## src/rtl/trpfa_ram.sv

```systemverilog
// Generic simple dual-port RAM: one write port, one read port, registered read.
// Stand-alone; used for both free-page stacks.
`default_nettype none
module trpfa_ram #(
	parameter int WIDTH = 8,
	parameter int DEPTH = 256
) (
	input  wire logic                     clk,
	input  wire logic                     we,
	input  wire logic [$clog2(DEPTH)-1:0] waddr,
	input  wire logic [WIDTH-1:0]         wdata,
	input  wire logic                     re,
	input  wire logic [$clog2(DEPTH)-1:0] raddr,
	output logic      [WIDTH-1:0]         rdata
);

	logic [WIDTH-1:0] mem_q [DEPTH];

	always_ff @(posedge clk) begin
		if (we) begin
			mem_q[waddr] <= wdata;
		end
		if (re) begin
			rdata <= mem_q[raddr];
		end
	end

endmodule
`default_nettype wire

```

## config.mk

```make
export PLATFORM = sky130hd
export DESIGN_NAME = trpfa_ram
export DESIGN_NICKNAME = d
export VERILOG_FILES = /design/src/rtl/trpfa_ram.sv
export SDC_FILE = /design/constraint.sdc
export NUM_CORES = 2
export LEC_CHECK = 0
export ABC_CLOCK_PERIOD_IN_PS = 3200
export BUFFER_PORTS_ARGS = -buffer_cell sky130_fd_sc_hd__buf_2
export CAP_MARGIN = 20
export CORE_MARGIN = 2
export CORE_UTILIZATION = 30
export CTS_CLUSTER_DIAMETER = 80
export DETAILED_ROUTE_END_ITERATION = 12
export GPL_TIMING_DRIVEN = 0
export PLACE_DENSITY = 0.46
export SLEW_MARGIN = 20
export SYNTH_ARGS = -nofsm -noshare
export SYNTH_HDL_FRONTEND = slang
export SYNTH_SLANG_ARGS = --single-unit
```

## constraint.sdc

```tcl
create_clock -name clk -period 3.2 [get_ports clk]
set_input_delay 0.16 -clock clk [delete_from_list [all_inputs] [get_ports clk]]
set_output_delay 0.16 -clock clk [all_outputs]
set_load 0.02 [all_outputs]
```

Yosys cells after proc, flatten, opt, wreduce, memory -nomap -nowiden
Memories as Yosys holds them, arrays and structs flattened. A register that Yosys moved wholly into a read port is not among the register bits. Cells that the tools add are included.

Muxes and demuxes: 2.

Operators with widths (count): $mux W1 (2).

Bits in registers: 0. RAM bits: 2048. Bits of input ports: 27. Output and inout port bits: 8. Logic and storage cells: 3. Memories: 1.

Memory list: mem_q (words 256, width 8, read ports 1, clocked after memory_dff 1, wr ports 1, RTL line 17) `logic [WIDTH-1:0] mem_q [DEPTH];`.

Longest topological paths before layout
Depth in word-level cells: 2. Mapped depth: 11.

Least setup slack after synthesis
No wires, ideal clock.

Kind: input to register. Start: input port raddr[0]. End: register rdata[2], read port of mem_q, data pin. Arrival time: 1.967 ns. Data required time: 2.931 ns. Path slack: 0.964 ns. Cell stages on the path: 9. Buffers on the path: 4. Path through: buf_6 buf_12 buf_8 buf_2 mux4_2 a22oi_1 a21oi_1 nor4_1 nor4_2.

RTL lines: from (decl) (RTL line 13) `input wire logic [$clog2(DEPTH)-1:0] raddr,`; to (decl) (RTL line 14) `output logic [WIDTH-1:0] rdata`.

==> flow_summary.toml <==
[status]
outcome = "finished, violations left"
violations = "setup timing"

[global_route]
first_global_vias = 41000
grt_use_met3_pct = 3.56
grt_usage_pct = 19.8
grt_max_degree = 121
grt.met2_usage_pct = 31.2
overflow = 0
top_usage_layer = "met2"
grt_pass1_wl_um = 364000
antenna_found_initial = 19
gr-usage-met1_pct = 27.3

[synthesis]
ys.flop_type = "edfxtp_1"
synth_top_family_by_area = "multiplexers"
async_flop_share_pct = 0
ys_warn_count = 0
syn-cell-area_um2 = 79600
synth_cell_types = 54
synthesis.nets = 3760
syn_inst = 3733
synth_mux_area_share_pct = 14.6
yosysSeqAreaShare_pct = 77.5
synth_xor_area_share_pct = 0
synth_top_cell_area_share_pct = 77.5
synthSimpleGateAreaFrac_pct = 2.63
ys_top_cells_by_area = "edfxtp_1, mux4_2, mux2i_1, nor2_1, a22oi_1"
synth_compound_area_share_pct = 3.42
ys_ff_latch = 2056
synth_adder_area_share_pct = 0
synth_edf_count = 2056
syn_avg_cell_area_um2 = 21.3
synth_top_area_cell = "edfxtp_1"

[floorplan]
die_area_um2 = 270000
core_area_um2 = 265000
floorplan.initialDensity_pct = 30.1
row_count = 189
dieHeight_um = 519
die_w_um = 519
io_pins = 35

[critical_path]
worstSetupPathType = "in -> reg"
reg2reg_depth = 6
timing.rr.end = "rdata[3]"
setup.worst_path.start_class = "primary input"
reg2reg_from = "mem_q[82][3]"
endpoint_kind = "register"
worstPathMaxFanout = 12
crit_required_ns = 3.77
critPathArrivalTime_ns = 3.91
r2r_slack_ns = 0.19

[sta]
rsz0062_at_grt = "yes"
fmax_mhz = 299
finalHoldViolCount = 0
setup_violations = 7
period_minus_slack_ns = 3.34
maxSlewHeadroom_pct = 17.8
worst_slew_pin_slew_ns = 1.23
maxSlewViolCount = 0
fin_crit_sh_pct = 105
fin_worst_skew_ns = 0.0331
postLayoutSetupSlackWorst_ns = -0.145

[placement]
place_ws_ns = -1.71
gp_congestion = 0.905
hpwl_um = 185000
portBuffers = 27

[route]
drtIter0Drc = 5479
drcViolationCount = 0
first_pass_iters = 8
antenna_left = 0
vias = 41100
wl_per_cell_um = 34.9
drt-total-wl_um = 271000
via_per_inst = 5.29

[final_layout]
nets = 4061
num-fill-cells = 24600
areaGrowthSynthToFinish_pct = 16.0
drive_above_1_share_pct = 24.6

[min_path]
hold_end = "rdata[7]"
hp-start = "re"
min_path_type = "in -> reg"
min_path_cells = 2

[power_and_ir_drop]
vdd_drop_max_mv = 0.561
power.density_nw_per_um2 = 618
power.leakage_nw = 28.1
power_mw = 57.1

[cts]
h-tree-depth = 4
clk_pin_slew_ns = 0.06
clock_latency_ns = 0.86
cts_tree = "built"
clock_path_buffers = 3
cts.sinks = 2056
cts_inserted_buffers = 219
cts_root_buf = "clkbuf_16"

[run]
max_cap_violations = 0
## report_power, final
part	total, mW	switching (mW)	internal [mW]	leakage (nW)
Combinational	3.49	2.44	1.05	6.41
Clock	23.9	10.6	13.2	3.19
Sequential	29.7	0.0151	29.7	18.5
## layout make-up
class	instances	area [µm²]	share of cell area [%]
Clock inverter	112	778	0.842
Inverter	2	7.51	0.00812
Clock buffer	288	5820	6.30
Sequential cell	2056	61700	66.8
Buffer	232	1580	1.71
Antenna cell	9	22.5	0.0244
Timing Repair Buffer	81	1260	1.36
Tap cell	3533	4420	4.78
Multi-Input combinational cell	1442	16800	18.2
## synth_stat cells (16+ instances only)
master,number
a211oi_1,16
a21oi_1,96
a22oi_1,133
buf_1,22
buf_2,31
buf_4,27
buf_6,21
clkbuf_1,111
edfxtp_1,2056
mux2i_1,134
mux4_2,454
nand2_1,33
nand3_1,34
nor2_1,282
nor2b_1,31
nor3_1,22
nor4_1,24
o221ai_1,46
o22ai_1,28
## what timing repair did
| action | CTS | global route |
|---|---|---|
| hold buffers | 9 | 0 |
| setup endpoints to repair | 8 | 4 |
| endpoints found under the hold margin | 588 | 0 |
| pin swaps | 1 | 0 |
| buffers inserted | 2 | 0 |
| gates resized for setup | 60 | 9 |
## registers in the layout, summed over array words and instances (netlist names)
register  flops
mem_q      2048
rdata         8
## stage by stage
| stage | instance area (µm²) | utilization, % | std cells | hold WS [ns] | setup TNS, ns |
|---|---|---|---|---|---|
| after floorplan | 79600 | - | 3733 | 0.259 | 0 |
| after global placement | 84200 | 31.8 | 7293 | 0.497 | -3782.99 |
| after detailed placement | 85400 | 32.3 | 7334 | 0.518 | -254.13 |
| after CTS | 92300 | 34.9 | 7744 | 0.126 | -0.00725 |
| after global routing | 92400 | 34.9 | 7749 | 0.182 | 0 |
| final | 92400 | 34.9 | 7755 | 0.175 | -0.570 |
## metal layers
layer | part of all wire, % | up-vias
li1 | - | 16400
met1 | 42 | 22600
met2 | 47 | 1725
met3 | 6.8 | 370
met4 | 4.0 | 0
met5 | 0 | -
## logic make-up (layout without fill, tap and decap cells)
| kind of cell | after synthesis | count (layout) |
|---|---|---|
| other | 0 | 9 |
| and+or+nand+nor | 466 | 466 |
| DFF | 2056 | 2056 |
| muxes | 591 | 591 |
| buffers and inverters | 235 | 715 |
| AOI/OAI and AO/OA | 385 | 385 |
## worst max path at each step
| stage | start | end | slack, ns | cells after the start |
|---|---|---|---|---|
| after floorplan | raddr[0] | rdata[2] | 0.96 | 9 |
| after global placement | raddr[1] | rdata[1] | -2.86 | 9 |
| after detailed placement | raddr[2] | rdata[1] | -1.71 | 9 |
| after CTS | raddr[2] | rdata[2] | -0.007 | 9 |
| after global routing | raddr[3] | rdata[0] | 0.01 | 8 |
| final | raddr[1] | rdata[7] | -0.14 | 9 |
## placed cells by master (no fill, tap or decap), types with 26 or more instances in the layout
cell type / Yosys / final
nor2_1: 282 / 271
mux2i_1: 134 / 134
o22ai_1: 28 / 28
mux4_2: 454 / 454
clkbuf_1: 111 / 116
clkinv_1: 1 / 62
edfxtp_1: 2056 / 2056
clkbuf_2: 0 / 51
nand2_1: 33 / 33
a21oi_1: 96 / 94
buf_2: 31 / 54
buf_16: 0 / 27
clkbuf_16: 0 / 223
clkinv_2: 0 / 26
buf_4: 27 / 44
o221ai_1: 46 / 46
nand3_1: 34 / 34
nor2b_1: 31 / 29
a22oi_1: 133 / 133
## worst max-delay path: stages
cell and delay [ns]:
buf_2 0.22, buf_4 0.50, buf_2 0.40, buf_2 0.65, mux4_2 0.41, a22oi_1 0.61, a21oi_1 0.21, nor4_1 0.50
nor4_2 0.19
Note: power is estimated with default switching activity, not from simulation.
